===== config.mk =====
export PLATFORM = sky130hd
export DESIGN_NAME = tga_rle_pixel_decoder_core_flat
export DESIGN_NICKNAME = d
export VERILOG_FILES = /design/src/hw/rtl/tga_rle_pkg.sv /design/src/hw/rtl/tga_rle_if.sv /design/src/hw/rtl/tga_rle_in_reg.sv /design/src/hw/rtl/tga_rle_decode.sv /design/src/hw/rtl/tga_rle_out_reg.sv /design/src/hw/rtl/tga_rle_pixel_decoder_core.sv /design/src/flat_wrapper.sv
export SDC_FILE = /design/constraint.sdc
export NUM_CORES = 1
export LEC_CHECK = 0
export BUFFER_PORTS_ARGS = -buffer_cell sky130_fd_sc_hd__buf_2
export CAP_MARGIN = 15
export CELL_PAD_IN_SITES_DETAIL_PLACEMENT = 1
export CELL_PAD_IN_SITES_GLOBAL_PLACEMENT = 2
export CORE_AREA = 8 8 243 245
export DETAILED_ROUTE_END_ITERATION = 7
export DIE_AREA = 0 0 251 253
export PLACE_DENSITY_LB_ADDON = 0.1
export SYNTH_ARGS = -nofsm -noshare
export SYNTH_HDL_FRONTEND = slang
export SYNTH_SLANG_ARGS = --single-unit
export TNS_END_PERCENT = 5

===== constraint.sdc =====
create_clock -name clk -period 14.4 [get_ports clk]
set_clock_uncertainty 0.1 [all_clocks]
set_input_delay 0.72 -clock clk [delete_from_list [all_inputs] [get_ports clk]]
set_output_delay 0.72 -clock clk [all_outputs]
set_load 0.02 [all_outputs]

===== src/hw/rtl/tga_rle_pkg.sv =====
// shared types and constants of the tga truecolour rle decoder
`timescale 1ns / 1ps
`default_nettype none

package tga_rle_pkg;

    // header layout
    localparam logic [4:0] HDR_POS_TYPE     = 5'd2;
    localparam logic [4:0] HDR_POS_WIDTH_LO = 5'd12;
    localparam logic [4:0] HDR_POS_WIDTH_HI = 5'd13;
    localparam logic [4:0] HDR_POS_HEIGHT_LO = 5'd14;
    localparam logic [4:0] HDR_POS_HEIGHT_HI = 5'd15;
    localparam logic [4:0] HDR_POS_BPP      = 5'd16;
    localparam logic [4:0] HDR_POS_LAST     = 5'd17;

    // image types and pixel sizes
    localparam logic [7:0] TYPE_RAW_TRUE = 8'd2;
    localparam logic [7:0] TYPE_RLE_TRUE = 8'd10;
    localparam logic [7:0] BPP_WITH_ALPHA = 8'd32;

    // packet header fields
    localparam logic [7:0] PKT_COUNT_MASK = 8'h7F;
    localparam logic [7:0] PKT_RUN_FLAG   = 8'h80;

    // result kinds
    localparam logic [1:0] KIND_HEADER = 2'd0;
    localparam logic [1:0] KIND_PIXEL  = 2'd1;
    localparam logic [1:0] KIND_ERROR  = 2'd2;

    // one input item
    typedef struct packed {
        logic [7:0] data_byte;
        logic       start_of_file;
    } item_t;

    // one result item
    typedef struct packed {
        logic [1:0]  result_kind;
        logic [15:0] image_width;
        logic [15:0] image_height;
        logic [31:0] pixel_argb;
        logic [7:0]  repeat_count;
        logic [31:0] first_index;
        logic        image_done;
    } result_t;

    // handshake between pipeline stages
    typedef struct packed {
        logic valid;
        logic ready;
    } stage_hs_t;

endpackage

`default_nettype wire


===== src/hw/rtl/tga_rle_if.sv =====
// stream interfaces for the byte input and the result output
`timescale 1ns / 1ps
`default_nettype none

interface tga_rle_in_if;
    logic       valid;
    logic       ready;
    logic [7:0] data_byte;
    logic       start_of_file;

    modport source (output valid, output data_byte, output start_of_file, input ready);
    modport sink (input valid, input data_byte, input start_of_file, output ready);
endinterface

interface tga_rle_out_if;
    logic        valid;
    logic        ready;
    logic [1:0]  result_kind;
    logic [15:0] image_width;
    logic [15:0] image_height;
    logic [31:0] pixel_argb;
    logic [7:0]  repeat_count;
    logic [31:0] first_index;
    logic        image_done;

    modport source (
        output valid, output result_kind, output image_width, output image_height,
        output pixel_argb, output repeat_count, output first_index, output image_done,
        input ready
    );
    modport sink (
        input valid, input result_kind, input image_width, input image_height,
        input pixel_argb, input repeat_count, input first_index, input image_done,
        output ready
    );
endinterface

`default_nettype wire


===== src/hw/rtl/tga_rle_in_reg.sv =====
// input register stage holding one accepted byte item
`timescale 1ns / 1ps
`default_nettype none

module tga_rle_in_reg (
    input  wire logic                clk,
    input  wire logic                rst_n,
    input  wire logic                up_valid,
    output      logic                up_ready,
    input  wire tga_rle_pkg::item_t  up_item,
    output      tga_rle_pkg::stage_hs_t down_hs_valid,
    input  wire logic                down_ready,
    output      tga_rle_pkg::item_t  down_item
);

    logic               valid_reg;
    logic               valid_next;
    tga_rle_pkg::item_t item_reg;

    // take a new item when empty or when the held one moves on
    assign up_ready   = !valid_reg || down_ready;
    assign valid_next = up_valid ? 1'b1 : (valid_reg && !down_ready);

    always_ff @(posedge clk or negedge rst_n)
    begin
        if (!rst_n)
        begin
            valid_reg <= 1'b0;
        end
        else
        begin
            valid_reg <= up_ready ? valid_next : valid_reg;
        end
    end

    // payload needs no reset
    always_ff @(posedge clk)
    begin
        if (up_valid && up_ready)
        begin
            item_reg <= up_item;
        end
    end

    assign down_hs_valid.valid = valid_reg;
    assign down_hs_valid.ready = down_ready;
    assign down_item           = item_reg;

endmodule

`default_nettype wire


===== src/hw/rtl/tga_rle_decode.sv =====
// header parser and pixel decoder state, one item per cycle while fire is high
`timescale 1ns / 1ps
`default_nettype none

module tga_rle_decode (
    input  wire logic                 clk,
    input  wire logic                 rst_n,
    input  wire logic                 fire,
    input  wire tga_rle_pkg::item_t   item,
    output      logic                 res_valid,
    output      tga_rle_pkg::result_t res
);

    localparam logic [1:0] PH_HEADER = 2'd0;
    localparam logic [1:0] PH_PACKET = 2'd1;
    localparam logic [1:0] PH_PIXEL  = 2'd2;
    localparam logic [1:0] PH_DONE   = 2'd3;

    logic [1:0]  phase_reg, phase_next, phase_cur;
    logic [4:0]  hpos_reg, hpos_next, hpos_cur;
    logic [7:0]  itype_reg, itype_next, itype_cur;
    logic [15:0] width_reg, width_next, width_cur;
    logic [15:0] height_reg, height_next, height_cur;
    logic        alpha_reg, alpha_next, alpha_cur;
    logic [7:0]  prem_reg, prem_next, prem_cur;
    logic        run_reg, run_next, run_cur;
    logic [1:0]  cpos_reg, cpos_next, cpos_cur;
    logic [31:0] asm_reg, asm_next, asm_cur;
    logic [31:0] pdone_reg, pdone_next, pdone_cur;
    logic [31:0] pleft_reg, pleft_next, pleft_cur;

    logic        sof;
    logic [7:0]  b;
    logic [31:0] total;
    logic [31:0] argb;
    logic [7:0]  count;
    logic [7:0]  raw_count;
    logic [1:0]  last_pos;
    logic        is_rle;

    assign sof = item.start_of_file;
    assign b   = item.data_byte;

    // state as seen by this item: a start of file clears everything
    assign phase_cur  = sof ? PH_HEADER : phase_reg;
    assign hpos_cur   = sof ? 5'd0  : hpos_reg;
    assign itype_cur  = sof ? 8'd0  : itype_reg;
    assign width_cur  = sof ? 16'd0 : width_reg;
    assign height_cur = sof ? 16'd0 : height_reg;
    assign alpha_cur  = sof ? 1'b0  : alpha_reg;
    assign prem_cur   = sof ? 8'd0  : prem_reg;
    assign run_cur    = sof ? 1'b0  : run_reg;
    assign cpos_cur   = sof ? 2'd0  : cpos_reg;
    assign asm_cur    = sof ? 32'd0 : asm_reg;
    assign pdone_cur  = sof ? 32'd0 : pdone_reg;
    assign pleft_cur  = sof ? 32'd0 : pleft_reg;

    assign total     = 32'(width_cur) * 32'(height_cur);
    assign is_rle    = (itype_cur == tga_rle_pkg::TYPE_RLE_TRUE);
    assign last_pos  = alpha_cur ? 2'd3 : 2'd2;
    assign raw_count = (b & tga_rle_pkg::PKT_COUNT_MASK) + 8'd1;

    // colour assembly with this byte placed at its lane
    always_comb
    begin
        argb = asm_cur;
        case (cpos_cur)
            2'd0:    argb[7:0]   = b;
            2'd1:    argb[15:8]  = b;
            2'd2:    argb[23:16] = b;
            default: argb[31:24] = b;
        endcase
    end

    // next state and result
    always_comb
    begin
        phase_next  = phase_cur;
        hpos_next   = hpos_cur;
        itype_next  = itype_cur;
        width_next  = width_cur;
        height_next = height_cur;
        alpha_next  = alpha_cur;
        prem_next   = prem_cur;
        run_next    = run_cur;
        cpos_next   = cpos_cur;
        asm_next    = asm_cur;
        pdone_next  = pdone_cur;
        pleft_next  = pleft_cur;
        count       = 8'd0;

        res_valid        = 1'b0;
        res.result_kind  = tga_rle_pkg::KIND_HEADER;
        res.image_width  = width_cur;
        res.image_height = height_cur;
        res.pixel_argb   = 32'd0;
        res.repeat_count = 8'd0;
        res.first_index  = 32'd0;
        res.image_done   = 1'b0;

        unique case (phase_cur)
            PH_HEADER:
            begin
                hpos_next = hpos_cur + 5'd1;
                case (hpos_cur)
                    tga_rle_pkg::HDR_POS_TYPE:      itype_next = b;
                    tga_rle_pkg::HDR_POS_WIDTH_LO:  width_next = {8'd0, b};
                    tga_rle_pkg::HDR_POS_WIDTH_HI:  width_next = {b, width_cur[7:0]};
                    tga_rle_pkg::HDR_POS_HEIGHT_LO: height_next = {8'd0, b};
                    tga_rle_pkg::HDR_POS_HEIGHT_HI: height_next = {b, height_cur[7:0]};
                    tga_rle_pkg::HDR_POS_BPP:
                        alpha_next = (b == tga_rle_pkg::BPP_WITH_ALPHA);
                    default: ;
                endcase
                // unsupported image type ends the file at once
                if (hpos_cur == tga_rle_pkg::HDR_POS_TYPE
                    && b != tga_rle_pkg::TYPE_RAW_TRUE && b != tga_rle_pkg::TYPE_RLE_TRUE)
                begin
                    hpos_next       = hpos_cur;
                    phase_next      = PH_DONE;
                    res_valid       = 1'b1;
                    res.result_kind = tga_rle_pkg::KIND_ERROR;
                    res.image_done  = 1'b1;
                end
                else if (hpos_cur == tga_rle_pkg::HDR_POS_LAST)
                begin
                    hpos_next  = hpos_cur;
                    pdone_next = 32'd0;
                    pleft_next = total;
                    cpos_next  = 2'd0;
                    asm_next   = 32'd0;
                    prem_next  = 8'd0;
                    run_next   = 1'b0;
                    res_valid  = 1'b1;
                    if (total == 32'd0)
                    begin
                        phase_next     = PH_DONE;
                        res.image_done = 1'b1;
                    end
                    else
                    begin
                        phase_next = is_rle ? PH_PACKET : PH_PIXEL;
                    end
                end
            end

            PH_PACKET:
            begin
                // clamp the packet to the pixels still to come
                if (pleft_cur[31:8] == 24'd0 && pleft_cur[7:0] < raw_count)
                begin
                    prem_next = pleft_cur[7:0];
                end
                else
                begin
                    prem_next = raw_count;
                end
                run_next   = (b & tga_rle_pkg::PKT_RUN_FLAG) != 8'd0;
                cpos_next  = 2'd0;
                asm_next   = 32'd0;
                phase_next = PH_PIXEL;
            end

            PH_PIXEL:
            begin
                if (cpos_cur != last_pos)
                begin
                    cpos_next = cpos_cur + 2'd1;
                    asm_next  = argb;
                end
                else
                begin
                    cpos_next = 2'd0;
                    asm_next  = 32'd0;
                    if (is_rle && run_cur)
                    begin
                        count     = prem_cur;
                        prem_next = 8'd0;
                    end
                    else
                    begin
                        count     = 8'd1;
                        prem_next = (prem_cur != 8'd0) ? prem_cur - 8'd1 : 8'd0;
                    end
                    pdone_next       = pdone_cur + 32'(count);
                    pleft_next       = pleft_cur - 32'(count);
                    res_valid        = 1'b1;
                    res.result_kind  = tga_rle_pkg::KIND_PIXEL;
                    res.pixel_argb   = argb;
                    res.repeat_count = count;
                    res.first_index  = pdone_cur;
                    res.image_done   = (pleft_next == 32'd0);
                    if (pleft_next == 32'd0)
                    begin
                        phase_next = PH_DONE;
                    end
                    else if (is_rle && prem_next == 8'd0)
                    begin
                        phase_next = PH_PACKET;
                    end
                end
            end

            default: ;
        endcase
    end

    // state registers, updated once per processed item
    always_ff @(posedge clk or negedge rst_n)
    begin
        if (!rst_n)
        begin
            phase_reg  <= PH_HEADER;
            hpos_reg   <= 5'd0;
            itype_reg  <= 8'd0;
            width_reg  <= 16'd0;
            height_reg <= 16'd0;
            alpha_reg  <= 1'b0;
            prem_reg   <= 8'd0;
            run_reg    <= 1'b0;
            cpos_reg   <= 2'd0;
            asm_reg    <= 32'd0;
            pdone_reg  <= 32'd0;
            pleft_reg  <= 32'd0;
        end
        else if (fire)
        begin
            phase_reg  <= phase_next;
            hpos_reg   <= hpos_next;
            itype_reg  <= itype_next;
            width_reg  <= width_next;
            height_reg <= height_next;
            alpha_reg  <= alpha_next;
            prem_reg   <= prem_next;
            run_reg    <= run_next;
            cpos_reg   <= cpos_next;
            asm_reg    <= asm_next;
            pdone_reg  <= pdone_next;
            pleft_reg  <= pleft_next;
        end
    end

endmodule

`default_nettype wire


===== src/hw/rtl/tga_rle_out_reg.sv =====
// result register feeding the output channel
`timescale 1ns / 1ps
`default_nettype none

module tga_rle_out_reg (
    input  wire logic                 clk,
    input  wire logic                 rst_n,
    input  wire logic                 load,
    input  wire logic                 load_valid,
    input  wire tga_rle_pkg::result_t load_res,
    output      logic                 can_load,
    output      logic                 valid,
    input  wire logic                 ready,
    output      tga_rle_pkg::result_t res
);

    logic                 valid_reg;
    logic                 valid_next;
    tga_rle_pkg::result_t res_reg;

    // free when empty or when the held result is taken this cycle
    assign can_load   = !valid_reg || ready;
    assign valid_next = load ? load_valid : (valid_reg && !ready);

    always_ff @(posedge clk or negedge rst_n)
    begin
        if (!rst_n)
        begin
            valid_reg <= 1'b0;
        end
        else
        begin
            valid_reg <= valid_next;
        end
    end

    always_ff @(posedge clk)
    begin
        if (load && load_valid)
        begin
            res_reg <= load_res;
        end
    end

    assign valid = valid_reg;
    assign res   = res_reg;

endmodule

`default_nettype wire


===== src/hw/rtl/tga_rle_pixel_decoder_core.sv =====
// top level of the tga truecolour rle pixel decoder
// usage:
//   stream carries one file byte per item, with start_of_file marking byte
//   zero of a new file. result carries header, pixel run and error items.
//   the 18-byte header gives one header item (or an error item at the type
//   byte for types other than raw or rle truecolour). raw pixels give one
//   item each; rle run packets give one item with a repeat count.
// timing:
//   one byte is taken every cycle while the result channel does not stall. a
//   byte is held in the input register, decoded against the parser state when
//   the result register can take its outcome, and its result, if any, is
//   loaded into the result register. the parser state update is the loop.
// reset:
//   rst_n clears the parser to the start of a header and empties both
//   registers; start_of_file does the same for the parser at any time.
// stall:
//   while result.ready is low a waiting result holds, one more byte can sit
//   in the input register, then stream.ready drops; nothing is lost.
`timescale 1ns / 1ps
`default_nettype none

module tga_rle_pixel_decoder_core (
    input wire logic         clk,
    input wire logic         rst_n,
    tga_rle_in_if.sink       stream,
    tga_rle_out_if.source    result
);

    tga_rle_pkg::item_t     in_item;
    tga_rle_pkg::item_t     held_item;
    tga_rle_pkg::stage_hs_t held_hs;
    tga_rle_pkg::result_t   dec_res;
    tga_rle_pkg::result_t   out_res;
    logic                   dec_valid;
    logic                   can_load;
    logic                   fire;

    assign in_item.data_byte     = stream.data_byte;
    assign in_item.start_of_file = stream.start_of_file;

    tga_rle_in_reg u_in_reg (
        .clk           (clk),
        .rst_n         (rst_n),
        .up_valid      (stream.valid),
        .up_ready      (stream.ready),
        .up_item       (in_item),
        .down_hs_valid (held_hs),
        .down_ready    (can_load),
        .down_item     (held_item)
    );

    // decode a held item whenever the result register can take its outcome
    assign fire = held_hs.valid && held_hs.ready;

    tga_rle_decode u_decode (
        .clk       (clk),
        .rst_n     (rst_n),
        .fire      (fire),
        .item      (held_item),
        .res_valid (dec_valid),
        .res       (dec_res)
    );

    tga_rle_out_reg u_out_reg (
        .clk        (clk),
        .rst_n      (rst_n),
        .load       (fire),
        .load_valid (dec_valid),
        .load_res   (dec_res),
        .can_load   (can_load),
        .valid      (result.valid),
        .ready      (result.ready),
        .res        (out_res)
    );

    assign result.result_kind  = out_res.result_kind;
    assign result.image_width  = out_res.image_width;
    assign result.image_height = out_res.image_height;
    assign result.pixel_argb   = out_res.pixel_argb;
    assign result.repeat_count = out_res.repeat_count;
    assign result.first_index  = out_res.first_index;
    assign result.image_done   = out_res.image_done;

endmodule

`default_nettype wire

===== src/flat_wrapper.sv =====
// flat-port wrapper written by rule: the top's interface ports become plain ports
module tga_rle_pixel_decoder_core_flat 
  (clk, rst_n, stream_valid, stream_data_byte, stream_start_of_file, stream_ready, result_valid, result_result_kind, result_image_width, result_image_height, result_pixel_argb, result_repeat_count, result_first_index, result_image_done, result_ready);
  tga_rle_in_if stream_i ();
  tga_rle_out_if result_i ();
  input wire logic clk;
  input wire logic rst_n;
  input wire logic [$bits(stream_i.valid)-1:0] stream_valid;
  input wire logic [$bits(stream_i.data_byte)-1:0] stream_data_byte;
  input wire logic [$bits(stream_i.start_of_file)-1:0] stream_start_of_file;
  output wire logic [$bits(stream_i.ready)-1:0] stream_ready;
  output wire logic [$bits(result_i.valid)-1:0] result_valid;
  output wire logic [$bits(result_i.result_kind)-1:0] result_result_kind;
  output wire logic [$bits(result_i.image_width)-1:0] result_image_width;
  output wire logic [$bits(result_i.image_height)-1:0] result_image_height;
  output wire logic [$bits(result_i.pixel_argb)-1:0] result_pixel_argb;
  output wire logic [$bits(result_i.repeat_count)-1:0] result_repeat_count;
  output wire logic [$bits(result_i.first_index)-1:0] result_first_index;
  output wire logic [$bits(result_i.image_done)-1:0] result_image_done;
  input wire logic [$bits(result_i.ready)-1:0] result_ready;
  assign stream_i.valid = stream_valid;
  assign stream_i.data_byte = stream_data_byte;
  assign stream_i.start_of_file = stream_start_of_file;
  assign stream_ready = stream_i.ready;
  assign result_valid = result_i.valid;
  assign result_result_kind = result_i.result_kind;
  assign result_image_width = result_i.image_width;
  assign result_image_height = result_i.image_height;
  assign result_pixel_argb = result_i.pixel_argb;
  assign result_repeat_count = result_i.repeat_count;
  assign result_first_index = result_i.first_index;
  assign result_image_done = result_i.image_done;
  assign result_i.ready = result_ready;
  tga_rle_pixel_decoder_core u_core (.clk(clk), .rst_n(rst_n), .stream(stream_i), .result(result_i));
endmodule

==> out/metrics.cfg <==
[outcome]
status = finished clean

[critical_path]
endpoint_kind = register
r2r_cells = 22
crit_type = reg2reg
worstPathRequired_ns = 14.69
r2r_slack_ns = 6.12
r2r-end = u_core.u_out_reg.res[0]
path_common_cell = fa_1
crit_path_start_kind = register
cp_slowest_cell = nor2b_1
cp_max_fo = 17
critPathMaxStageDelay_ns = 1.06
r2r-start = u_core.u_in_reg.down_item[0]
crit_chain = nor2b_1 -> and2_1 -> fa_1 -> inv_1 -> fa_1 -> fa_1 -> fa_1 -> inv_1 -> fa_1 -> inv_1 -> fa_1 -> inv_1 -> ha_1 -> a21o_1 -> a32oi_1 -> nand2_1 -> or2_2 -> o311ai_1 -> o211ai_1 -> nor4b_1 -> nand4_1 -> o21ai_1
cp.arrival_ns = 8.57

[timing]
timing.final.ws_setup_ns = 6.12
rsz0062_at_grt = false
fin_crit_sh = 0.575
fin_crit_ns = 8.28
slew_viol_final = 0
worstMarginPinSlew_ns = 1.26
fin_setup_tns_ns = 0
hold_viol_final = 0
setup_viol = 0
max_freq_ghz = 0.121
fin_hold_ws_ns = 0.139
slew_headroom = 0.159

[drt]
wl_per_cell_um = 23.5
drt_iter0_markers = 1273
viasPerCell = 5.80
final_antenna_net_count = 0
routed_wl_mm = 78.1
drc = 0
first_pass_iters = 5
vias = 19300

[floorplan]
die_y_um = 253
core_um2 = 55500
fp.dieArea_um2 = 63500
row_count = 87
initial_utilization = 0.421
num_io_pins = 122
die_width_um = 251

[yosys]
ys_seq_area_frac = 0.317
synth_cell_types = 93
ys_ff_latch = 273
syn_area_um2 = 23400
syn-num-nets = 2869
synth.top_cell.area_share = 0.168
synth_area_leaders = dfrtp_1 17%, fa_1 17%, edfxtp_1 15%, ha_1 7.5%, nand2_1 5.2%
synthFlopType = dfrtp_1
synth_edf_count = 116
avgSynthCellArea_um2 = 9.28
async_flop_share = 0.575
synth_cells = 2519
ys_warn_count = 0
synth_top_area_cell = dfrtp_1
yosysMostFrequentCell = nand2_1
synthTopCellsByCount = 325 x nand2_1, 261 x inv_1, 196 x fa_1

[cts]
post_cts_buffers = 0
cts_buffers = 35
post_cts_resized = 0
clockRootBuffer = clkbuf_16
clk_latency_ns = 0.57
cts_max_level = 2
cts_buffer_depth = 3
numClockSinks = 273
cts_tree = built
hold_buffers = 0
clk_pin_slew_ns = 0.06

[power]
leakage_nw = 11.8
ir_drop_mv = 0.0865
total_power_mw = 2.34
power_density_nw_per_um2 = 90.5

[global_routing]
grt_max_degree = 94
grt_pass1_vias = 20600
antenna_found_initial = 0
gr-total-overflow = 0
grt_usage = 0.245
grt_pass1_wl_mm = 123

[cells_and_area]
area_growth_pct = 10.5
regArea_um2 = 7410
fillers = 6379
fin_util = 0.465
fin_nets = 2929
multi_input_area_um2 = 14400
drive_gt1_frac = 0.0979
largest_reg_flops = 107

[placed_design]
pre_cts_ws_ns = 6.08
place_congestion = 0.897
io_buffers = 121
hpwl_mm = 57.6

[run]
maxCapViolCount = 0

[min_path]
hp-class = in2async

==> how the worst max path moves through the flow <==
stage               depth (start not counted)                       to                          from
floorplan                                  15  u_core.u_out_reg.res[0]  u_core.u_in_reg.down_item[0]
global placement                           22  u_core.u_out_reg.res[0]  u_core.u_in_reg.down_item[0]
detailed placement                         22  u_core.u_out_reg.res[0]  u_core.u_in_reg.down_item[0]
CTS                                        22  u_core.u_out_reg.res[0]  u_core.u_in_reg.down_item[0]
global route                               22  u_core.u_out_reg.res[0]  u_core.u_in_reg.down_item[0]
finish                                     22  u_core.u_out_reg.res[0]  u_core.u_in_reg.down_item[0]
==> where the power goes <==
| part | leakage (nW) | internal (mW) | switching [mW] | total (mW) |
|---|---|---|---|---|
| Combinational | 7.91 | 0.164 | 0.361 | 0.525 |
| Clock | 0.570 | 0.526 | 0.370 | 0.896 |
| Sequential | 3.32 | 0.864 | 0.0560 | 0.920 |
| Total | 11.8 | 1.55 | 0.786 | 2.34 |
==> metal layers <==
layer | global-route usage | vias to the layer above | routed length, µm
met5 | 0 | - | 0
met4 | 0.0770 | 0 | 2280
met3 | 0.0274 | 104 | 2850
met2 | 0.398 | 396 | 36600
met1 | 0.342 | 9993 | 36300
li1 | - | 8759 | -
==> cells in the final DEF (no fill, tap or decap), types with 24 or more instances in the layout <==
cell type / instances
ha_1: 141
nand3_1: 30
a22oi_1: 39
edfxtp_1: 116
o21ai_0: 132
clkbuf_16: 36
a21oi_1: 90
xnor2_1: 24
nor3_1: 45
dfrtp_1: 157
inv_1: 261
buf_4: 45
buf_2: 120
nor2b_1: 60
fa_1: 196
nor2_1: 146
nand2_1: 325
and2_1: 159
a22o_1: 56
==> cells by family (layout without fill, tap and decap cells) <==
kind of cell,Yosys count,count (layout),synth area share
other,0,1,0
XOR/XNOR,40,40,0.0150
buffers and inverters,407,494,0.0666
adder cells (fa/ha/maj),337,337,0.243
AO/OA/AOI/OAI,545,545,0.158
flip-flops,273,273,0.317
multiplexers,9,9,0.00391
AND/OR/NAND/NOR,908,908,0.196
==> worst max-delay path: cells and delay by family (launching register included) <==
kind / cells / cell delay, ns
buf+inv: 4 / 0.26
fa+ha+maj: 7 / 3.23
simple gates: 6 / 2.41
compound gates: 5 / 1.46
flops: 1 / 0.65
==> per-stage QoR <==
step	cell area, µm²	std cells
2_1_floorplan	23400	2519
3_3_place_gp	24700	3252
3_5_place_dp	24700	3253
4_1_cts	25800	3317
5_1_grt	25800	3318
6_report	25800	3319
==> cell type report <==
type                       count  area share
clock buffer                  48      0.0385
antenna                        1   0.0000968
sequential                   273       0.287
timing repair buffer         167      0.0372
multi-input combinational   1839       0.558
inverter                     263      0.0382
tap                          712      0.0345
clock inverter                16     0.00673
No activity file was read; power rests on OpenSTA's default activity.
